`src/design/prqs_pkg.sv`:
```
// Shared types and codes for the priority ready queue scheduler.
// Holds the request and response word layouts, operation and status codes,
// and the sequencer state type. No dependencies.
package prqs_pkg;

   // Operation codes carried in the request word.
   localparam logic [1:0] OP_ENQUEUE = 2'd0;
   localparam logic [1:0] OP_DEQUEUE = 2'd1;
   localparam logic [1:0] OP_REMOVE  = 2'd2;
   localparam logic [1:0] OP_CHANGE  = 2'd3;

   // Status codes returned in the response word.
   localparam logic [1:0] STATUS_DONE   = 2'd0;
   localparam logic [1:0] STATUS_EMPTY  = 2'd1;
   localparam logic [1:0] STATUS_QUEUE  = 2'd2;
   localparam logic [1:0] STATUS_REJECT = 2'd3;

   // One request word.
   typedef struct packed {
      logic [1:0] operation;
      logic [3:0] pid;
      logic [1:0] priority_req;
   } req_word_type;

   // One response word.
   typedef struct packed {
      logic [3:0] pid_out;
      logic [1:0] status;
   } rsp_word_type;

   // Sequencer states.
   typedef enum logic [2:0] {
      ST_IDLE,
      ST_DECODE,
      ST_UNLINK,
      ST_APPEND,
      ST_SEAL,
      ST_FINISH
   } fsm_state_type;

endpackage

```
`src/design/priority_ready_queue_scheduler.sv`:
```
// Multilevel priority ready queue: one FIFO of process ids per level,
// held as doubly linked lists in link memories, under a small sequencer.
// Depends on prqs_pkg.
//
// A request that touches no list (rejected, failed, or a level change of an
// idle process) goes from decode to finish; dequeue and remove unlink,
// enqueue appends and seals, a priority change of a queued process does all
// three. One request is in work at a time: none is taken until the last
// response is loaded. The sequencer makes at most one write per link memory
// each step, and a stalled response holds it. Synchronous active-high reset
// empties all queues and clears locked_ff.
module priority_ready_queue_scheduler
   import prqs_pkg::*;
#(
   parameter int NUM_PROCS  = 16,
   parameter int NUM_LEVELS = 4
) (
   input  logic         clock,
   input  logic         reset,
   input  logic         req_valid,
   output logic         req_stall,
   input  req_word_type req_word,
   output logic         rsp_valid,
   input  logic         rsp_stall,
   output rsp_word_type rsp_word,
   input  logic         csr_valid,
   output logic         csr_ready,
   input  logic [3:0]   csr_wdata
);

   localparam int LINK_W = $clog2(NUM_PROCS + 1);
   localparam int PID_W  = $clog2(NUM_PROCS);
   localparam int LVL_W  = $clog2(NUM_LEVELS);
   localparam logic [LINK_W-1:0] NULL_LINK = LINK_W'(NUM_PROCS);

   // Control and configuration registers.
   fsm_state_type     state_ff, state_in;
   logic [3:0]        locked_ff;
   logic              rsp_valid_ff, rsp_valid_in;
   rsp_word_type      rsp_word_ff, rsp_word_in;
   logic [LINK_W-1:0] head_ff [NUM_LEVELS];
   logic [LINK_W-1:0] head_in [NUM_LEVELS];
   logic [LINK_W-1:0] tail_ff [NUM_LEVELS];
   logic [LINK_W-1:0] tail_in [NUM_LEVELS];
   logic              queued_ff [NUM_PROCS];
   logic              queued_in [NUM_PROCS];

   // Working registers for the word in flight.
   req_word_type      req_ff;
   logic [PID_W-1:0]  tgt_ff, tgt_in;
   logic [3:0]        res_pid_ff, res_pid_in;
   logic [1:0]        res_status_ff, res_status_in;

   // Link and level memories with registered read data.
   logic [LINK_W-1:0] next_mem [NUM_PROCS];
   logic [LINK_W-1:0] prev_mem [NUM_PROCS];
   logic [LVL_W-1:0]  lvl_mem [NUM_PROCS];
   logic [LINK_W-1:0] next_rd_ff;
   logic [LINK_W-1:0] prev_rd_ff;
   logic [LVL_W-1:0]  lvl_rd_ff;

   // Memory port controls.
   logic              next_we, prev_we, lvl_we, mem_re;
   logic [PID_W-1:0]  next_waddr, prev_waddr, lvl_waddr;
   logic [LINK_W-1:0] next_wdata, prev_wdata;
   logic [LVL_W-1:0]  lvl_wdata;

   // Decode results.
   logic              any_head;
   logic [LVL_W-1:0]  enc_lvl;
   logic              pid_ok, lvl_ok;
   logic [PID_W-1:0]  pid_idx;
   logic [LVL_W-1:0]  lvl_idx;
   fsm_state_type     dec_state;
   logic [1:0]        dec_status;
   logic [PID_W-1:0]  dec_tgt;
   logic              dec_set_level;

   // Unlink and append helpers.
   logic              pr_ok, nx_ok, t_ok;
   logic [LINK_W-1:0] app_tail;
   logic              rsp_load;

   assign csr_ready = 1'b1;
   assign req_stall = (state_ff != ST_IDLE);
   assign rsp_valid = rsp_valid_ff;
   assign rsp_word  = rsp_word_ff;

   // Priority encoder over the level heads: lowest non-empty level wins.
   always_comb begin
      any_head = 1'b0;
      enc_lvl  = '0;
      for (int i = NUM_LEVELS - 1; i >= 0; i--) begin
         if (head_ff[i] < NULL_LINK) begin
            any_head = 1'b1;
            enc_lvl  = LVL_W'(i);
         end
      end
   end

   // Classify the latched word and pick the process it works on.
   always_comb begin
      pid_ok        = 32'(req_ff.pid) < NUM_PROCS;
      lvl_ok        = 32'(req_ff.priority_req) < NUM_LEVELS;
      pid_idx       = PID_W'(req_ff.pid);
      lvl_idx       = LVL_W'(req_ff.priority_req);
      dec_state     = ST_FINISH;
      dec_status    = STATUS_DONE;
      dec_tgt       = pid_idx;
      dec_set_level = 1'b0;
      if (req_ff.operation == OP_DEQUEUE) begin
         dec_tgt = PID_W'(head_ff[enc_lvl]);
         if (any_head) begin
            dec_state = ST_UNLINK;
         end else begin
            dec_status = STATUS_EMPTY;
         end
      end else if (!pid_ok) begin
         dec_status = STATUS_REJECT;
      end else begin
         unique case (req_ff.operation)
            OP_ENQUEUE: begin
               if (!lvl_ok) begin
                  dec_status = STATUS_REJECT;
               end else if (queued_ff[pid_idx]) begin
                  dec_status = STATUS_QUEUE;
               end else begin
                  dec_state = ST_APPEND;
               end
            end
            OP_REMOVE: begin
               if (!queued_ff[pid_idx]) begin
                  dec_status = STATUS_QUEUE;
               end else begin
                  dec_state = ST_UNLINK;
               end
            end
            OP_CHANGE: begin
               if (req_ff.pid == locked_ff || !lvl_ok) begin
                  dec_status = STATUS_REJECT;
               end else if (queued_ff[pid_idx]) begin
                  dec_state = ST_UNLINK;
               end else begin
                  dec_set_level = 1'b1;
               end
            end
            default: begin
               dec_status = STATUS_REJECT;
            end
         endcase
      end
   end

   // Next state of the sequencer.
   always_comb begin
      state_in = state_ff;
      unique case (state_ff)
         ST_IDLE: begin
            if (req_valid) begin
               state_in = ST_DECODE;
            end
         end
         ST_DECODE: begin
            state_in = dec_state;
         end
         ST_UNLINK: begin
            state_in = (req_ff.operation == OP_CHANGE) ? ST_APPEND : ST_FINISH;
         end
         ST_APPEND: begin
            state_in = ST_SEAL;
         end
         ST_SEAL: begin
            state_in = ST_FINISH;
         end
         ST_FINISH: begin
            if (rsp_load) begin
               state_in = ST_IDLE;
            end
         end
         default: begin
            state_in = ST_IDLE;
         end
      endcase
   end

   // Link fix-up helpers for the unlink and append steps.
   assign pr_ok    = prev_rd_ff < NULL_LINK;
   assign nx_ok    = next_rd_ff < NULL_LINK;
   assign app_tail = tail_ff[lvl_idx];
   assign t_ok     = app_tail < NULL_LINK;
   assign rsp_load = (state_ff == ST_FINISH) && (!rsp_valid_ff || !rsp_stall);

   // Datapath controls for each sequencer step.
   always_comb begin
      head_in       = head_ff;
      tail_in       = tail_ff;
      queued_in     = queued_ff;
      tgt_in        = tgt_ff;
      res_pid_in    = res_pid_ff;
      res_status_in = res_status_ff;
      mem_re        = 1'b0;
      next_we       = 1'b0;
      next_waddr    = tgt_ff;
      next_wdata    = NULL_LINK;
      prev_we       = 1'b0;
      prev_waddr    = tgt_ff;
      prev_wdata    = NULL_LINK;
      lvl_we        = 1'b0;
      lvl_waddr     = tgt_ff;
      lvl_wdata     = lvl_idx;
      unique case (state_ff)
         ST_IDLE: begin
         end
         ST_DECODE: begin
            // Read the links and level of the target for a possible unlink.
            mem_re        = 1'b1;
            tgt_in        = dec_tgt;
            res_pid_in    = '0;
            res_status_in = dec_status;
            lvl_we        = dec_set_level;
            lvl_waddr     = pid_idx;
         end
         ST_UNLINK: begin
            // Bridge the neighbors, or move the head or tail past the target.
            if (pr_ok) begin
               next_we    = 1'b1;
               next_waddr = PID_W'(prev_rd_ff);
               next_wdata = next_rd_ff;
            end else begin
               head_in[lvl_rd_ff] = nx_ok ? next_rd_ff : NULL_LINK;
            end
            if (nx_ok) begin
               prev_we    = 1'b1;
               prev_waddr = PID_W'(next_rd_ff);
               prev_wdata = prev_rd_ff;
            end else begin
               tail_in[lvl_rd_ff] = pr_ok ? prev_rd_ff : NULL_LINK;
            end
            queued_in[tgt_ff] = 1'b0;
            if (req_ff.operation != OP_CHANGE) begin
               res_pid_in = 4'(tgt_ff);
            end
         end
         ST_APPEND: begin
            // Hook the target behind the current tail of its new level.
            prev_we    = 1'b1;
            prev_wdata = t_ok ? app_tail : NULL_LINK;
            if (t_ok) begin
               next_we    = 1'b1;
               next_waddr = PID_W'(app_tail);
               next_wdata = LINK_W'(tgt_ff);
            end else begin
               head_in[lvl_idx] = LINK_W'(tgt_ff);
            end
            tail_in[lvl_idx]  = LINK_W'(tgt_ff);
            queued_in[tgt_ff] = 1'b1;
            lvl_we            = 1'b1;
         end
         ST_SEAL: begin
            // The new tail has no successor.
            next_we = 1'b1;
         end
         ST_FINISH: begin
         end
         default: begin
         end
      endcase
   end

   // Response register: loaded from the finish step, cleared when taken.
   always_comb begin
      rsp_valid_in = rsp_valid_ff;
      rsp_word_in  = rsp_word_ff;
      if (rsp_load) begin
         rsp_valid_in        = 1'b1;
         rsp_word_in.pid_out = res_pid_ff;
         rsp_word_in.status  = res_status_ff;
      end else if (!rsp_stall) begin
         rsp_valid_in = 1'b0;
      end
   end

   // Control state with reset.
   always_ff @(posedge clock) begin
      if (reset) begin
         state_ff     <= ST_IDLE;
         locked_ff    <= '0;
         rsp_valid_ff <= 1'b0;
         for (int i = 0; i < NUM_LEVELS; i++) begin
            head_ff[i] <= NULL_LINK;
            tail_ff[i] <= NULL_LINK;
         end
         for (int i = 0; i < NUM_PROCS; i++) begin
            queued_ff[i] <= 1'b0;
         end
      end else begin
         state_ff     <= state_in;
         rsp_valid_ff <= rsp_valid_in;
         head_ff      <= head_in;
         tail_ff      <= tail_in;
         queued_ff    <= queued_in;
         if (csr_valid && csr_ready) begin
            locked_ff <= csr_wdata;
         end
      end
   end

   // Payload registers without reset.
   always_ff @(posedge clock) begin
      if (req_valid && !req_stall) begin
         req_ff <= req_word;
      end
      tgt_ff        <= tgt_in;
      res_pid_ff    <= res_pid_in;
      res_status_ff <= res_status_in;
      rsp_word_ff   <= rsp_word_in;
   end

   // Link and level memories.
   always_ff @(posedge clock) begin
      if (next_we) begin
         next_mem[next_waddr] <= next_wdata;
      end
      if (prev_we) begin
         prev_mem[prev_waddr] <= prev_wdata;
      end
      if (lvl_we) begin
         lvl_mem[lvl_waddr] <= lvl_wdata;
      end
      if (mem_re) begin
         next_rd_ff <= next_mem[dec_tgt];
         prev_rd_ff <= prev_mem[dec_tgt];
         lvl_rd_ff  <= lvl_mem[dec_tgt];
      end
   end

   // An accepted word always starts with the decode step.
   a_accept_decode: assert property (@(posedge clock) disable iff (reset)
      req_valid && !req_stall |=> state_ff == ST_DECODE)
      else $error("accepted word did not enter decode");

   // Only queued processes are ever unlinked.
   a_unlink_queued: assert property (@(posedge clock) disable iff (reset)
      state_ff == ST_UNLINK |-> queued_ff[tgt_ff])
      else $error("unlink of a process that is not queued");

   // After the append step the target is marked queued.
   a_seal_queued: assert property (@(posedge clock) disable iff (reset)
      state_ff == ST_SEAL |-> queued_ff[tgt_ff])
      else $error("appended process not marked queued");

   // A failed request never reports a process id.
   a_fail_no_pid: assert property (@(posedge clock) disable iff (reset)
      rsp_valid_ff && rsp_word_ff.status != STATUS_DONE |-> rsp_word_ff.pid_out == '0)
      else $error("failed request carries a process id");

   // Each level's head and tail are empty together.
   for (genvar g = 0; g < NUM_LEVELS; g++) begin : g_level_chk
      a_head_tail: assert property (@(posedge clock) disable iff (reset)
         (head_ff[g] == NULL_LINK) == (tail_ff[g] == NULL_LINK))
         else $error("level head and tail disagree on empty");
   end

endmodule
```
`config.mk`:
```
export PLATFORM = sky130hd
export DESIGN_NAME = priority_ready_queue_scheduler
export DESIGN_NICKNAME = d
export VERILOG_FILES = /design/src/design/prqs_pkg.sv /design/src/design/priority_ready_queue_scheduler.sv
export SDC_FILE = /design/constraint.sdc
export NUM_CORES = 1
export LEC_CHECK = 0
export BUFFER_PORTS_ARGS = -buffer_cell sky130_fd_sc_hd__buf_2
export CORE_ASPECT_RATIO = 2
export CORE_MARGIN = 2
export CORE_UTILIZATION = 55
export CTS_CLUSTER_DIAMETER = 80
export DETAILED_ROUTE_END_ITERATION = 7
export HOLD_SLACK_MARGIN = 0.05
export PLACE_DENSITY = 0.71
export SKIP_CTS_REPAIR_TIMING = 1
export SLEW_MARGIN = 20
export SYNTH_ARGS = -nofsm -noshare
export SYNTH_HDL_FRONTEND = slang
export SYNTH_SLANG_ARGS = --single-unit
```
`constraint.sdc`:
```
create_clock -name clock -period 5.4 [get_ports clock]
set_clock_uncertainty 0.05 [all_clocks]
set_input_delay 0.54 -clock clock [delete_from_list [all_inputs] [get_ports clock]]
set_output_delay 0.54 -clock clock [all_outputs]
set_load 0.05 [all_outputs]
```
==> flow_metrics.tcl <==
set metrics [dict create \
    cp.required_ps 5630 \
    r2r_cells 7 \
    dpl.hpwl_mm 26.4 \
    synthAdderAreaFrac 0 \
    grt_max_degree 65 \
    routedWlPerCell_um 23.9 \
    relSlewSlack 0.245 \
    status "finished clean" \
    synth-edff-count 228 \
    die_x_um 117 \
    fin_area_um2 15100 \
    die_area_um2 26900 \
    antenna_found_initial 0 \
    num_rows 82 \
    synth_ff_type "edfxtp_1" \
    drive_gt1_frac 0.0831 \
    grt_pass1_wl_mm 59.2 \
    nets 1262 \
    register_area_um2 8130 \
    fillers 2065 \
    synth_seq_cells 292 \
    dp_cells 1555 \
    rsz0062_at_grt "false" \
    avgSynthCellArea_um2 10.9 \
    initial_core_util 0.561 \
    synth-compound-area-share 0.151 \
    drt_first_pass_iters 5 \
    dp_slack_ps 1990 \
    insertion_delay_ps 540 \
    cts_made_buffers 24 \
    r2r_end "lvl_rd_ff[0]" \
    cts-root-buf "clkbuf_16" \
    drc 0 \
    layout_setup_ws_ps 1940 \
    cp_data_arrival_time_ps 3680 \
    ant_nets 0 \
    die_h_um 230 \
    cts.htree.levels 1 \
    clock.fmax_mhz 289 \
    worstMarginPinSlew_ps 1130 \
    vdd_ir_drop_max_mv 0.300 \
    synth_top_family_by_area "simple AND/OR/NAND/NOR gates" \
    yosysWarnings 0 \
    min_period_over_period 0.640 \
    worstSetupEndpointType "register" \
    drtIter0Drc 884 \
    reg2reg_slack_ps 1940 \
    num_antenna_cells 0 \
    drt-vias-per-instance 6.50 \
    io_pins 26 \
    cp-endpoint "lvl_rd_ff[0]" \
    min_path_type "in -> reg" \
    fin_crit_ps 3460 \
    multiInputGateArea_um2 5430 \
    vias 10400 \
    yosysSeqAreaShare 0.579 \
    cts_tree "yes" \
    synthCells 1290 \
    synth_xor_area_frac 0.00249 \
    clk_pin_slew_ps 70 \
    critPathLaunchType "register" \
    drv_cap 0 \
    p_leak_nw 5.33 \
    port_buffers 24 \
    synthMuxAreaShare 0.0594 \
    cts_sinks 292 \
    setup_viol 0 \
    core_um2 25000 \
    syn_area_um2 14000 \
    grt.total_usage 0.292 \
    path_max_fanout 58 \
    p_per_area_nw_per_um2 343 \
    syn-num-nets 1307 \
    area_growth_pct 7.28 \
    grt_overflow_total 0 \
    drt-total-wl_mm 38.3 \
    cts.path.max_buffers 3 \
    placed_area_um2 14300 \
    synthArstFlopShare 0 \
    crit_path_start "req_ff[6]" \
    fin_cells 1599 \
    grt_pass1_vias 10400 \
    tns_ps 0 \
    synth_cell_types 61 \
    gp_congestion 0.899 \
    final_hold_viol_count 0 \
    synth-simple-area-share 0.170 \
    r2r_start "req_ff[6]" \
    path_class "reg -> reg" \
    report.final.slew_viol_count 0 \
]
-- stage by stage --
step	hold WS [ps]	utilization	total power (W)
after floorplan	350	-	0.00317
after global routing	120	0.602	0.00532
after CTS	113	0.602	0.00517
after global placement	380	0.570	0.00341
final	124	0.602	0.00517
after detailed placement	367	0.570	0.00342
-- synthesized netlist by cell type, types with 32 or more instances --
cell type,count,share of area
o21ai_0,48,0.017
mux2i_1,62,0.044
dfxtp_1,64,0.091
and3_1,56,0.025
clkbuf_1,69,0.018
a22oi_1,32,0.017
a211oi_1,48,0.026
nand3_1,68,0.024
o2111a_1,48,0.038
edfxtp_1,228,0.49
nand2_1,170,0.045
a21oi_1,76,0.027
nor2_1,128,0.034
-- cell type report --
class	count	area share
Clock buffer	27	0.0420
Tap cell	336	0.0279
Multi-Input combinational cell	879	0.360
Clock inverter	17	0.0105
Inverter	8	0.00199
Sequential cell	292	0.539
Timing Repair Buffer	40	0.0178
-- metal layers --
| layer | up-vias | wire (µm) | track usage |
|---|---|---|---|
| li1 | 4750 | - | - |
| met1 | 5084 | 13400 | 0.331 |
| met2 | 420 | 20400 | 0.521 |
| met3 | 134 | 1890 | 0.0277 |
| met4 | 0 | 2620 | 0.172 |
| met5 | - | 0 | 0 |
-- kinds of logic after synthesis --
| kind of cell | after synthesis |
|---|---|
| other cells | 1 |
| buf+inv | 119 |
| mux | 72 |
| flops | 292 |
| simple gates | 509 |
| compound gates | 293 |
| xor+xnor | 4 |
-- registers in the layout, summed over array words and instances (netlist names), 2 cells and up, named ones only --
name / cells
next_rd_ff: 5
next_mem: 80
prev_rd_ff: 5
head_ff: 20
locked_ff: 4
lvl_rd_ff: 2
res_pid_ff: 4
rsp_word: 6
lvl_mem: 32
lvl_idx: 2
state_ff: 3
tail_ff: 20
tgt_ff: 4
pid_idx: 4
req_ff: 2
prev_mem: 80
res_status_ff: 2
-- worst min path at each step --
stage / startpoint / to / slack, ps / depth (start not counted)
after CTS: req_word[4] / pid_idx[2] / 110 / 1
final: req_word[3] / pid_idx[1] / 120 / 1
after floorplan: res_status_ff[0] / rsp_word[0] / 350 / 0
after global placement: res_pid_ff[2] / rsp_word[4] / 380 / 0
after detailed placement: res_pid_ff[1] / rsp_word[3] / 370 / 0
after global routing: req_word[3] / pid_idx[1] / 120 / 1
-- cell usage in the layout, fill, tap and decap left out, drive strengths merged, types with 4 or more instances in the layout --
master	synthesis	routed
edfxtp	228	228
nand2	170	170
nor2	128	128
a21oi	76	76
nand3	68	68
dfxtp	64	64
mux2i	62	62
and3	56	56
o21ai	53	53
o2111a	48	48
a211oi	48	48
buf	42	40
a22oi	33	33
clkbuf	69	27
nand2b	20	20
nor3	18	18
or4	12	12
clkinv	1	12
mux4	9	9
a31oi	8	8
nor3b	7	7
inv	7	7
nor2b	7	7
a221o	7	7
nand3b	6	6
xor2	4	4
or2	4	4
-- power breakdown --
group          switching (W)  internal [W]
clock network       0.000796      0.000987
registers           0.000112       0.00250
logic               0.000534      0.000240
total                0.00144       0.00372
-- critical path, stage by stage, from the launching register on --
cell and delay [ps]:
edfxtp_1 520, nor2b_4 360, and3_1 200, a221o_2 740, buf_12 350, o2111a_1 330, a211oi_1 60, or4_1 520
Note: power is estimated with default switching activity, not from simulation.
